File: config.mk
export PLATFORM = sky130hd
export DESIGN_NAME = modbus_rtu_response_receiver
export DESIGN_NICKNAME = d
export VERILOG_FILES = /design/src/rtl/mrr_pkg.sv /design/src/rtl/mrr_fifo.sv /design/src/rtl/mrr_front.sv /design/src/rtl/mrr_back.sv /design/src/rtl/modbus_rtu_response_receiver.sv
export VERILOG_INCLUDE_DIRS = /design/src /design/src/rtl
export SDC_FILE = /design/constraint.sdc
export NUM_CORES = 1
export LEC_CHECK = 0
export ABC_AREA = 1
export BUFFER_PORTS_ARGS = -buffer_cell sky130_fd_sc_hd__buf_2
export CORE_MARGIN = 2
export CORE_UTILIZATION = 38
export CTS_BUF_LIST = sky130_fd_sc_hd__clkbuf_16
export DETAILED_ROUTE_END_ITERATION = 10
export PLACE_DENSITY_LB_ADDON = 0.05
export SYNTH_ARGS = -nofsm -noshare
export SYNTH_HDL_FRONTEND = slang
export SYNTH_SLANG_ARGS = --single-unit
File: constraint.sdc
create_clock -name clk -period 5.63 [get_ports clk]
set_input_delay 0.2815 -clock clk [delete_from_list [all_inputs] [get_ports clk]]
set_output_delay 0.2815 -clock clk [all_outputs]
set_load 0.005 [all_outputs]
File: src/rtl/assert_macros.svh
// Assertion macros used by the RTL file mrr_back.sv.
`ifndef ASSERT_MACROS_SVH
`define ASSERT_MACROS_SVH

`ifndef NO_ASSERTIONS
`define ASSERT_IMPLIES(lbl, pre, post) \
    lbl: assert property (@(posedge clk) disable iff (!rst_n) (pre) |-> (post)) \
        else $error("assertion failed: same-cycle implication");
`define ASSERT_NEXT(lbl, pre, post) \
    lbl: assert property (@(posedge clk) disable iff (!rst_n) (pre) |=> (post)) \
        else $error("assertion failed: next-cycle implication");
`else
`define ASSERT_IMPLIES(lbl, pre, post)
`define ASSERT_NEXT(lbl, pre, post)
`endif

`endif

File: src/rtl/mrr_pkg.sv
`timescale 1ns / 1ps
`default_nettype none

package mrr_pkg;

    localparam int FRAME_MAX_DEF = 256;
    localparam int IN_DEPTH = 4;
    localparam int OUT_DEPTH = 2;

    localparam logic [1:0] REQ_BYTE  = 2'd0;
    localparam logic [1:0] REQ_TICK  = 2'd1;
    localparam logic [1:0] REQ_START = 2'd2;

    localparam logic [1:0] ST_OK      = 2'd0;
    localparam logic [1:0] ST_TIMEOUT = 2'd1;
    localparam logic [1:0] ST_UNKNOWN = 2'd2;
    localparam logic [1:0] ST_CRC     = 2'd3;

    localparam logic [7:0]  FC_READ_HOLDING = 8'd3;
    localparam logic [7:0]  FC_READ_INPUT   = 8'd4;
    localparam logic [7:0]  FC_WRITE_SINGLE = 8'd6;
    localparam logic [7:0]  FC_WRITE_MULTI  = 8'd16;
    localparam logic [8:0]  LEN_WRITE       = 9'd8;
    localparam logic [8:0]  LEN_EXCEPTION   = 9'd5;
    localparam logic [8:0]  LEN_READ_BASE   = 9'd5;
    localparam logic [15:0] CRC_INIT        = 16'hFFFF;
    localparam logic [15:0] CRC_POLY        = 16'hA001;
    localparam logic [15:0] TIMEOUT_RESET   = 16'd1000;

    typedef struct packed {
        logic [1:0] req_type;
        logic [7:0] data_byte;
    } mrr_in_t;

    typedef struct packed {
        logic [1:0] status;
        logic [8:0] frame_length;
        logic [7:0] function_code;
        logic [7:0] third_byte;
    } mrr_out_t;

    typedef struct packed {
        logic       start;
        logic       tick;
        logic       byte_in;
        logic [7:0] data;
    } mrr_op_t;

    function automatic logic [15:0] crc16_feed(input logic [15:0] crc, input logic [7:0] b);
        logic [15:0] c;
        c = crc ^ {8'd0, b};
        for (int i = 0; i < 8; i++) begin
            if (c[0])
                c = (c >> 1) ^ CRC_POLY;
            else
                c = c >> 1;
        end
        return c;
    endfunction

endpackage

`default_nettype wire

File: src/rtl/mrr_fifo.sv
`timescale 1ns / 1ps
`default_nettype none

module mrr_fifo #(
    parameter int WIDTH = 8,
    parameter int DEPTH = 4
) (
    input  wire logic             clk,
    input  wire logic             rst_n,
    input  wire logic             wr_en,
    input  wire logic [WIDTH-1:0] wr_data,
    output logic                  full,
    input  wire logic             rd_en,
    output logic [WIDTH-1:0]      rd_data,
    output logic                  empty
);

    localparam int AW = (DEPTH > 1) ? $clog2(DEPTH) : 1;

    logic [WIDTH-1:0] mem [DEPTH];
    logic [AW:0]      wr_ptr_reg;
    logic [AW:0]      wr_ptr_next;
    logic [AW:0]      rd_ptr_reg;
    logic [AW:0]      rd_ptr_next;
    logic             do_wr;
    logic             do_rd;

    assign empty = (wr_ptr_reg == rd_ptr_reg);
    assign full  = (wr_ptr_reg[AW-1:0] == rd_ptr_reg[AW-1:0]) && (wr_ptr_reg[AW] != rd_ptr_reg[AW]);
    assign do_wr = wr_en && !full;
    assign do_rd = rd_en && !empty;
    assign rd_data = mem[rd_ptr_reg[AW-1:0]];
    assign wr_ptr_next = do_wr ? wr_ptr_reg + 1'b1 : wr_ptr_reg;
    assign rd_ptr_next = do_rd ? rd_ptr_reg + 1'b1 : rd_ptr_reg;

    always_ff @(posedge clk or negedge rst_n)
    begin
        if (!rst_n)
        begin
            wr_ptr_reg <= '0;
            rd_ptr_reg <= '0;
        end
        else
        begin
            wr_ptr_reg <= wr_ptr_next;
            rd_ptr_reg <= rd_ptr_next;
        end
    end

    always_ff @(posedge clk)
    begin
        if (do_wr)
        begin
            mem[wr_ptr_reg[AW-1:0]] <= wr_data;
        end
    end

endmodule

`default_nettype wire

File: src/rtl/mrr_front.sv
`timescale 1ns / 1ps
`default_nettype none

module mrr_front
    import mrr_pkg::*;
(
    input  wire logic    clk,
    input  wire logic    rst_n,
    input  wire logic    push,
    input  wire mrr_in_t cmd,
    output logic         full,
    output logic         op_valid,
    output mrr_op_t      op,
    input  wire logic    op_ready
);

    mrr_op_t op_in;
    logic    keep;
    logic    q_empty;

    always_comb
    begin
        op_in = '0;
        op_in.data = cmd.data_byte;
        keep = 1'b1;
        case (cmd.req_type)
            REQ_BYTE:  op_in.byte_in = 1'b1;
            REQ_TICK:  op_in.tick = 1'b1;
            REQ_START: op_in.start = 1'b1;
            default:   keep = 1'b0;
        endcase
    end

    // Undefined request types are dropped here; they never reach the back end.
    mrr_fifo #(
        .WIDTH($bits(mrr_op_t)),
        .DEPTH(IN_DEPTH)
    ) u_op_fifo (
        .clk     (clk),
        .rst_n   (rst_n),
        .wr_en   (push && keep),
        .wr_data (op_in),
        .full    (full),
        .rd_en   (op_ready),
        .rd_data (op),
        .empty   (q_empty)
    );

    assign op_valid = !q_empty;

endmodule

`default_nettype wire

File: src/rtl/mrr_back.sv
`timescale 1ns / 1ps
`default_nettype none

module mrr_back
    import mrr_pkg::*;
#(
    parameter int FRAME_MAX = FRAME_MAX_DEF
) (
    input  wire logic        clk,
    input  wire logic        rst_n,
    input  wire logic        op_valid,
    input  wire mrr_op_t     op,
    output logic             op_ready,
    output logic             res_push,
    output mrr_out_t         res,
    input  wire logic        res_full,
    input  wire logic        cfg_we,
    input  wire logic [15:0] cfg_data
);

    localparam logic [8:0] FrameMax9 = 9'(FRAME_MAX);

    logic        active_reg, active_next;
    logic [8:0]  bytes_seen_reg, bytes_seen_next;
    logic [8:0]  exp_len_reg, exp_len_next;
    logic [7:0]  func_reg, func_next;
    logic [7:0]  third_reg, third_next;
    logic [15:0] crc_reg, crc_next;
    logic [15:0] trail_reg, trail_next;
    logic [15:0] elapsed_reg, elapsed_next;
    logic [15:0] timeout_reg;
    logic        fire;
    logic        emit;
    logic        unknown;
    logic [1:0]  status_v;
    logic [8:0]  len_v;

    assign op_ready = !res_full;
    assign fire = op_valid && op_ready;

    always_comb
    begin
        active_next = active_reg;
        bytes_seen_next = bytes_seen_reg;
        exp_len_next = exp_len_reg;
        func_next = func_reg;
        third_next = third_reg;
        crc_next = crc_reg;
        trail_next = trail_reg;
        elapsed_next = elapsed_reg;
        emit = 1'b0;
        unknown = 1'b0;
        status_v = ST_OK;
        len_v = LEN_READ_BASE + {1'b0, op.data};
        if (fire)
        begin
            if (op.start)
            begin
                active_next = 1'b1;
                bytes_seen_next = '0;
                exp_len_next = '0;
                func_next = '0;
                third_next = '0;
                crc_next = CRC_INIT;
                trail_next = '0;
                elapsed_next = '0;
            end
            else if (active_reg && op.tick)
            begin
                if (elapsed_reg >= timeout_reg)
                begin
                    emit = 1'b1;
                    status_v = ST_TIMEOUT;
                end
                else
                begin
                    elapsed_next = elapsed_reg + 16'd1;
                end
            end
            else if (active_reg && op.byte_in)
            begin
                // The byte two places behind enters the CRC; the last two stay out.
                if (bytes_seen_reg >= 9'd2)
                begin
                    crc_next = crc16_feed(crc_reg, trail_reg[7:0]);
                end
                trail_next = {op.data, trail_reg[15:8]};
                if (bytes_seen_reg == 9'd1)
                begin
                    func_next = op.data;
                    bytes_seen_next = 9'd2;
                    if (op.data == FC_READ_HOLDING || op.data == FC_READ_INPUT)
                    begin
                        exp_len_next = exp_len_reg;
                    end
                    else if (op.data == FC_WRITE_SINGLE || op.data == FC_WRITE_MULTI)
                    begin
                        exp_len_next = LEN_WRITE;
                    end
                    else if (op.data[7])
                    begin
                        exp_len_next = LEN_EXCEPTION;
                    end
                    else
                    begin
                        unknown = 1'b1;
                    end
                end
                else if (bytes_seen_reg == 9'd2)
                begin
                    third_next = op.data;
                    bytes_seen_next = 9'd3;
                    if (func_reg == FC_READ_HOLDING || func_reg == FC_READ_INPUT)
                    begin
                        exp_len_next = (len_v > FrameMax9) ? FrameMax9 : len_v;
                    end
                end
                else if (bytes_seen_reg != 9'h1FF)
                begin
                    bytes_seen_next = bytes_seen_reg + 9'd1;
                end

                if (unknown)
                begin
                    emit = 1'b1;
                    status_v = ST_UNKNOWN;
                end
                else if (exp_len_next != 9'd0 && bytes_seen_next >= exp_len_next)
                begin
                    emit = 1'b1;
                    status_v = (trail_next == crc_next) ? ST_OK : ST_CRC;
                end
            end
        end
        if (emit)
        begin
            active_next = 1'b0;
        end
    end

    assign res_push = emit;
    assign res = '{status: status_v, frame_length: bytes_seen_next,
                   function_code: func_next, third_byte: third_next};

    always_ff @(posedge clk or negedge rst_n)
    begin
        if (!rst_n)
        begin
            active_reg <= 1'b0;
            bytes_seen_reg <= '0;
            exp_len_reg <= '0;
            func_reg <= '0;
            third_reg <= '0;
            crc_reg <= CRC_INIT;
            trail_reg <= '0;
            elapsed_reg <= '0;
            timeout_reg <= TIMEOUT_RESET;
        end
        else
        begin
            active_reg <= active_next;
            bytes_seen_reg <= bytes_seen_next;
            exp_len_reg <= exp_len_next;
            func_reg <= func_next;
            third_reg <= third_next;
            crc_reg <= crc_next;
            trail_reg <= trail_next;
            elapsed_reg <= elapsed_next;
            if (cfg_we)
            begin
                timeout_reg <= cfg_data;
            end
        end
    end

`include "assert_macros.svh"

    `ASSERT_IMPLIES(a_result_only_when_active, res_push, active_reg && fire)
    `ASSERT_NEXT(a_start_opens_frame, fire && op.start, active_reg && bytes_seen_reg == 9'd0)
    `ASSERT_IMPLIES(a_length_bounded, active_reg, bytes_seen_reg <= FrameMax9)
    `ASSERT_IMPLIES(a_ok_has_full_frame, res_push && res.status == ST_OK,
                    res.frame_length >= LEN_EXCEPTION)

endmodule

`default_nettype wire

File: src/rtl/modbus_rtu_response_receiver.sv
// An accepted item is classified into a four-entry queue; the back end executes
// the queue head and writes any result into the result queue, for popping.
// Throughput: one item per cycle while the result queue has room, set by the
// combinational CRC and counter update. The result queue holds two results;
// the back end stalls only when it is full. Reset (rst_n low, asynchronous)
// empties both queues, idles the receiver and sets the timeout to 1000 ms.
`timescale 1ns / 1ps
`default_nettype none

module modbus_rtu_response_receiver
    import mrr_pkg::*;
#(
    parameter int FRAME_MAX = FRAME_MAX_DEF
) (
    input  wire logic        clk,
    input  wire logic        rst_n,
    input  wire logic        push,
    input  wire mrr_in_t     cmd,
    output logic             full,
    output logic             empty,
    input  wire logic        pop,
    output mrr_out_t         result,
    input  wire logic        cfg_we,
    input  wire logic [15:0] cfg_data
);

    logic     op_valid;
    logic     op_ready;
    mrr_op_t  op;
    logic     res_push;
    logic     res_full;
    mrr_out_t res;

    mrr_front u_front (
        .clk      (clk),
        .rst_n    (rst_n),
        .push     (push),
        .cmd      (cmd),
        .full     (full),
        .op_valid (op_valid),
        .op       (op),
        .op_ready (op_ready)
    );

    mrr_back #(
        .FRAME_MAX(FRAME_MAX)
    ) u_back (
        .clk      (clk),
        .rst_n    (rst_n),
        .op_valid (op_valid),
        .op       (op),
        .op_ready (op_ready),
        .res_push (res_push),
        .res      (res),
        .res_full (res_full),
        .cfg_we   (cfg_we),
        .cfg_data (cfg_data)
    );

    mrr_fifo #(
        .WIDTH($bits(mrr_out_t)),
        .DEPTH(OUT_DEPTH)
    ) u_res_fifo (
        .clk     (clk),
        .rst_n   (rst_n),
        .wr_en   (res_push),
        .wr_data (res),
        .full    (res_full),
        .rd_en   (pop),
        .rd_data (result),
        .empty   (empty)
    );

endmodule

`default_nettype wire

==> results of run 1 <==
-- critical path, delay by kind of cell (launching register included) --
| kind | cells | cell delay [ns] |
|---|---|---|
| simple gates | 21 | 1.80 |
| flops | 1 | 0.70 |
| compound gates | 3 | 0.34 |
| fa+ha+maj | 2 | 0.58 |
| buf+inv | 4 | 0.79 |
-- per-layer routing --
| layer | share of wire (%) | global-route usage [%] |
|---|---|---|
| met5 | 0 | 0 |
| met3 | 3.9 | 2.822 |
| met1 | 49 | 25.98 |
| met2 | 45 | 30.14 |
| met4 | 1.8 | 4.051 |
-- per-stage QoR --
stage	setup WS [ns]	instances	hold slack, ns	instance area, um^2
after floorplan	1.027	1169	-0.01409	10570
after global placement	1.093	1587	0.3537	11270
after detailed placement	1.025	1587	0.3544	11270
after CTS	0.9959	1657	0.001921	12340
after global routing	0.5182	1657	0.006664	12340
final	1.065	1657	0.02715	12340
-- kinds of logic after synthesis --
| logic type | synth area share [%] |
|---|---|
| XOR/XNOR | 3.563 |
| AO/OA/AOI/OAI | 9.411 |
| AND/OR/NAND/NOR | 22.14 |
| flip-flops | 53.91 |
| multiplexers | 0.3196 |
| adder cells (fa/ha/maj) | 4.380 |
| buffers and inverters | 6.285 |
-- cells in the final DEF (no fill, tap or decap), types with 5 or more instances in the layout --
cell type and n:
a21oi_1 40, a22oi_1 5, buf_2 58, buf_4 12, clkbuf_16 25, clkinv_1 8
dfrtp_1 87, dfstp_2 22, dlygate4sd3_1 24, edfxtp_1 98, ha_1 37, inv_1 128
inv_2 6, nand2_1 341, nand2_2 15, nand3_1 61, nand3_2 8, nand4_1 13
nor2_1 72, nor3_1 12, o21ai_0 78, o22ai_1 27, xnor2_1 14, xor2_1 29
-- cell type report --
| class | count | area, um^2 | area share, % |
|---|---|---|---|
| tap | 378 | 473.0 | 3.833 |
| timing repair buffer | 94 | 620.6 | 5.030 |
| inverter | 133 | 504.2 | 4.087 |
| clock buffer | 25 | 625.6 | 5.070 |
| clock inverter | 21 | 206.4 | 1.673 |
| sequential | 207 | 5698 | 46.18 |
| multi-input combinational | 799 | 4210 | 34.12 |
-- power breakdown --
group | total [uW] | switching, uW | internal [uW]
logic | 3080 | 2180 | 909
registers | 2110 | 153 | 1960
clock network | 1630 | 642 | 990
total | 6830 | 2970 | 3860
-- worst paths after layout --
path | start | to | slack [ns] | cells past startpoint
max | u_front.u_op_fifo.rd_ptr_reg[1] | u_res_fifo.mem[0][18] | 1.07 | 30
min | cmd[2] | u_front.u_op_fifo.mem[2][2] | 0.03 | 1
max reg2reg | u_front.u_op_fifo.rd_ptr_reg[1] | u_res_fifo.mem[0][18] | 1.07 | 30
min reg2reg | u_front.u_op_fifo.wr_ptr_reg[2] | u_front.u_op_fifo.wr_ptr_reg[2] | 0.48 | 1
max in group asynchronous | rst_n | u_back.bytes_seen_reg[3] | 3.98 | 3
min in group asynchronous | rst_n | u_back.exp_len_reg[1] | 0.34 | 2
-- what timing repair did --
| action | in CTS | in global routing |
|---|---|---|
| hold buffers | 24 | 0 |
| endpoints found under the hold margin | 71 | 0 |
| endpoints found under the setup margin | 0 | 0 |
==> results by group, run 1 <==
GRT
  • Tot GR Track Use: 18.45%
  • Initial antenna violation count: 0
  • Vias in the first global route: slightly below 8k
  • Global route overflow: 0
  • Largest net degree at the start of global routing: 67
  • First-pass GRT wire length: 42520 um

Logic synthesis
  • FFs w/ async S/R, synth: 52.66%
  • Synth top area cells: edfxtp_1 (28%), dfrtp_1 (21%), nand2_1 (12%), dfstp_2 (5.5%), inv_1 (4.4%)
  • Cell count after synthesis: around 1.2k
  • Sequential fraction of the synthesis area: 53.91%
  • Library cells used by synthesis: 50
  • Post-synthesis cell area: 10570 um^2
  • Post-synth top flop: edfxtp_1
  • Area leader, netlist: edfxtp_1
  • Mean Syn Cell Area: 9.042 um^2
  • Syn. warnings: 0
  • FF+latch count, synth: 207
  • Count leader, synth: nand2_1
  • Synth top area share: 27.84%
  • Post-Syn Nets: 1237
  • Top cells by count, synth: nand2_1 (341), inv_1 (125), edfxtp_1 (98)
  • Number of enable flip-flop cells after synthesis: 98

Pwr
  • Pwr Total: just under 7000 uW
  • Worst VDD drop: 0.0003191 V
  • P_leak: roughly 0.0056 uW
  • P per Cell Area: 553.4 nW/um^2

Run status
  • Run status: complete, no violations

Die
  • Die Area: between 20000 and 30000 um^2
  • CORE AREA: between 20000 and 30000 um^2
  • Num rows: ~60
  • Num ports: 60
  • Die Wd: 170.8 um
  • Die Span Y: approximately 170 um
  • Initial core utilization: 38.36%

Setup path
  • Max stage delay on crit path: around 0.70 ns
  • Startpoint Class: flip-flop
  • CP dominant cell by count: nand2_1
  • CP Capture Type: flip-flop
  • Critical path peak fanout: 27
  • Critical Path AT: 4.75 ns
  • Data required, critical path: around 5.8 ns
  • Kind of critical path: flip-flop to flip-flop
  • Critical Path Slowest Stage Cell: dfrtp_1

Clock tree
  • Worst-Skew Late Latency: 0.53 ns
  • H-Tree Depth: 1
  • CTS tree: yes
  • Worst-path clk slew: 0.06 ns
  • Post-CTS sizing: 0
  • CTS buffer count: 25
  • CTS Buffer Depth: 3
  • Root buf cell: clkbuf_16
  • Clock Sinks: between 200 and 250
  • Post-CTS setup buffers: 0

Timing
  • Final worst-path cycle share: around four fifths
  • Setup TNS Final: 0 ns
  • Slew headroom: between 10% and 20%
  • Clock skew: 0.01748 ns
  • Final Hold Fails: 0
  • Fmax: 219.1 MHz
  • Max-slew violations: 0
  • RSZ-0062 raised after global routing: no
  • Worst-margin pin slew: 1.206 ns
  • Endpoints failing setup: 0
  • Final min period: 4.565 ns

Finish
  • Fin util: about 45%
  • Filler instances: 2704
  • # nets final: 1328
  • Number of flip-flops in the largest register: 54
  • # diodes: 0
  • Share of layout cells above drive strength 1: 13.92%
  • Area Growth Syn to Fin: 16.73%

Placed design
  • Routability Congestion: 0.8148
  • Post-DP HPWL: 17970 um
  • Port buffer count: 59

Detailed routing
  • Vias per inst: about 4.8
  • # DRC: 0
  • DR WL/cell: 15.87 um
  • Final WL: 26290 um
  • Remaining antenna violation count: 0
  • Initial DRC count: 502
  • Drt pass-1 iters: 5
  • Routed via count: 7984

Run
  • Max Cap Violations: 0

Min path
  • Min-delay worst type: primary input to flip-flop
Power figures use the tool's default switching activity.
==> inputs of run 2 (changes only) <==
- ABC_AREA: 1 -> 0
- clock period: 5.63 -> 3.85 ns (I/O delays scaled with it)
==> run 2 against run 1 <==
  * The run now ends with setup timing left
  * Combinational power rose by 44%
  * Cell area rose by 2.4%
  * Flip-flop and latch count did not move
  * Critical endpoint is now u_res_fifo.mem[0][24]
==> results by group, run 2 <==
Run status
  • Run status: finished with violations
  • Violated checks: setup timing

Logic synthesis
  • Post-Syn Nets: 880 (-29%)
  • Number of enable flip-flop cells after synthesis: 98 (unchanged)
  • Cell count after synthesis: 812 (-31%)
  • Library cells used by synthesis: 69 (+38%)
  • Synth top area cells: edfxtp_1 (29%), dfrtp_1 (22%), dfstp_2 (5.8%), ha_1 (4.6%), xnor2_1 (4.3%)
  • FF+latch count, synth: 207 (unchanged)
  • Post-synth top flop: edfxtp_1
  • Count leader, synth: edfxtp_1
  • Syn. warnings: 0 (unchanged)
  • Area leader, netlist: edfxtp_1
  • Post-synthesis cell area: 9988 um^2 (-5.5%)
  • Mean Syn Cell Area: 12.30 um^2 (+36%)
  • Sequential fraction of the synthesis area: 57.05% (+3.1 points)
  • Synth top area share: 29.46% (+1.6 points)
  • Top cells by count, synth: edfxtp_1 (98), dfrtp_1 (87), nand2_1 (67)
  • FFs w/ async S/R, synth: 52.66% (unchanged)

Finish
  • Number of flip-flops in the largest register: 54 (unchanged)
  • Non-filler cells, final: 1356 (-18%)
  • Commonest non-fill, non-tap cells in the layout: buf_4 (99), edfxtp_1 (98), dfrtp_1 (86), nand2_1 (66)
  • Area Growth Syn to Fin: 26.46%
  • Most common cell after layout, fill and taps aside: buf_4
  • Filler instances: 2334 (-14%)
  • # diodes: 0 (unchanged)
  • Share of layout cells above drive strength 1: 29.09% (+15 points)
  • # nets final: 1071 (-19%)

Die
  • Die Area: 27600 um^2 (-5.4%)
  • Die Span Y: 166.1 um (-2.7%)
  • Num rows: 59 (-3.3%)
  • Initial core utilization: 38.55% (+0.19 points)
  • Die Wd: 166.1 um (-2.7%)
  • Num ports: 60 (unchanged)
  • CORE AREA: 25910 um^2 (-6.0%)

Timing
  • Fmax: 236.3 MHz (+7.9%)
  • Endpoints failing setup: 61 (+61)
  • Final Hold Fails: 0 (unchanged)
  • Max-slew violations: 0 (unchanged)
  • Setup TNS Final: -17.69 ns (-17.69 ns)
  • Final min period: 4.231 ns (-0.3337 ns)
  • RSZ-0062 raised after global routing: yes
  • Hold Worst Slack: 0.03295 ns (+0.005807 ns)
  • Final worst-path cycle share: 109.9% (+29 points)
  • Worst-margin pin slew: 0.7722 ns (-0.4339 ns)
  • PnR worst setup slack: -0.3812 ns (-1.446 ns)
  • Slew headroom: 48.52% (+29 points)
  • Clock skew: 0.01196 ns (-0.005522 ns)

Clock tree
  • CTS tree: yes
  • CTS Buffer Depth: 3 (unchanged)
  • Worst-Skew Late Latency: 0.52 ns (about the same)
  • CTS buffer count: 24 (-4.0%)
  • Clock Sinks: 207 (unchanged)
  • Worst-path clk slew: 0.06 ns (about the same)
  • Root buf cell: clkbuf_16
  • H-Tree Depth: 1 (unchanged)

GRT
  • Global route overflow: 0 (unchanged)
  • First-pass GRT wire length: 39340 um (-7.5%)
  • Initial antenna violation count: 0 (unchanged)
  • Largest net degree at the start of global routing: 56 (-16%)
  • Vias in the first global route: 7134 (-9.5%)
  • Tot GR Track Use: 17.81% (-0.64 points)

Detailed routing
  • Final WL: 24560 um (-6.6%)
  • Initial DRC count: 355 (-29%)
  • Routed via count: 6937 (-13%)
  • Drt pass-1 iters: 6 (+1)
  • Remaining antenna violation count: 0 (unchanged)
  • Vias per inst: 5.116 (+6.2%)
  • DR WL/cell: 18.12 um (+14%)
  • # DRC: 0 (unchanged)

Setup path
  • CP Capture Type: flip-flop
  • Critical path peak fanout: 7 (-74%)
  • Kind of critical path: flip-flop to flip-flop
  • Critical Path AT: 4.47 ns (-0.28 ns)
  • Startpoint Class: flip-flop
  • Data required, critical path: 4.09 ns (-1.73 ns)

Placed design
  • Routability Congestion: 0.8647 (+6.1%)
  • Placed Instances: 1270 (-20%)
  • Port buffer count: 59 (unchanged)
  • Post-DP HPWL: 17740 um (-1.3%)

Pwr
  • P per Cell Area: 780.5 nW/um^2 (+41%)
  • Worst VDD drop: 0.0004381 V (+37%)
  • P_leak: 0.005299 uW (-5.2%)

Run
  • Max Cap Violations: 0 (unchanged)

Min path
  • Min-delay worst type: primary input to flip-flop
run 2: cell types whose count changed in the layout (fill, tap and decap cells not counted), sizes merged, moves of 11 or more:
| cell | before | now |
|---|---|---|
| mux2 | 3 | 29 |
| inv | 136 | 41 |
| nand2 | 359 | 67 |
| a21oi | 40 | 21 |
| buf | 70 | 165 |
| o21ai | 81 | 55 |
| mux4 | 0 | 11 |
| xnor2 | 14 | 50 |
| nor2 | 77 | 62 |
| o22ai | 27 | 1 |
| nand3 | 69 | 15 |
| a22o | 0 | 35 |
| a21o | 0 | 12 |
run 2: stage by stage:
| step | setup slack [ns] | total power, uW | utilization [%] | area [um^2] |
|---|---|---|---|---|
| floorplan | -0.6362 | 5517 | - | 10020 |
| finish | -0.3812 | 9858 | 48.75 | 12630 |
| global route | -0.5608 | 10480 | 48.75 | 12630 |
| detailed placement | -0.7090 | 7237 | 43.69 | 11320 |
| global placement | -0.6418 | 7208 | 43.69 | 11320 |
| CTS | -0.4089 | 9956 | 48.66 | 12610 |
run 2: worst max-delay path: stages, from the launching register on:
cell	delay, ns
dfrtp_2	0.44
mux4_2	0.60
inv_2	0.12
ha_4	0.14
nand2_2	0.04
a21o_1	0.19
a41o_1	0.23
o21ai_2	0.18
a22oi_2	0.11
ha_1	0.30
a21o_1	0.11
a21o_1	0.11
a21o_1	0.12
a211oi_2	0.07
o21ai_2	0.13
a21boi_1	0.08
a221o_2	0.31
or2_4	0.27
nor2_4	0.21
clkbuf_16	0.20
run 2: timing repair:
item | in CTS | in global routing
pin swaps | 4 | 2
hold endpoints to repair | 91 | 0
gates cloned | 2 | 1
buffers inserted | 12 | 1
setup endpoints to repair | 61 | 61
hold buffers | 26 | 0
resized for setup | 15 | 4
run 2: routing by layer:
layer  wire length (um)  part of all wire [%]  GRT usage [%]
met5                  0                     0              0
met4                602                   2.5          4.688
met3               1102                   4.5          2.908
met2              11190                    46          28.22
met1              11670                    48          25.59
run 2: layout make-up:
cell class / count / area, um^2 / area share, %
Clock buffer: 25 / 625.6 / 4.953
Inverter: 38 / 142.6 / 1.129
Sequential cell: 207 / 5699 / 45.12
Multi-Input combinational cell: 540 / 4076 / 32.27
Timing Repair Buffer: 192 / 1444 / 11.43
Tap cell: 335 / 419.2 / 3.318
Clock inverter: 19 / 224.0 / 1.773
run 2: cells by family after synthesis:
kind of cell	share of synthesized area [%]
xor gates and xnor gates	6.915
DFF	57.05
adders and majority gates	4.635
and+or+nand+nor	9.570
muxes	6.739
AOI/OAI and AO/OA	12.20
buffers and inverters	2.893
run 2: path summary, 6_finish.rpt:
kind | depth (start not counted) | from | slack, ns | endpoint
hold / removal | 2 | cmd[9] | 0.03 | u_front.u_op_fifo.mem[1][9]
setup / recovery | 19 | u_front.u_op_fifo.rd_ptr_reg[0] | -0.38 | u_res_fifo.mem[0][24]
min in group asynchronous | 2 | rst_n | 0.27 | u_back.elapsed_reg[10]
hold reg to reg | 2 | u_back.exp_len_reg[3] | 0.48 | u_back.exp_len_reg[3]
setup reg to reg | 19 | u_front.u_op_fifo.rd_ptr_reg[0] | -0.38 | u_res_fifo.mem[0][24]
max in group asynchronous | 3 | rst_n | 2.76 | u_back.crc_reg[3]
run 2: power by group:
part           internal, uW  switching, uW  total [uW]
logic                  1940           2510        4450
registers              2760            233        3000
clock network          1460            947        2410
total                  6160           3690        9860
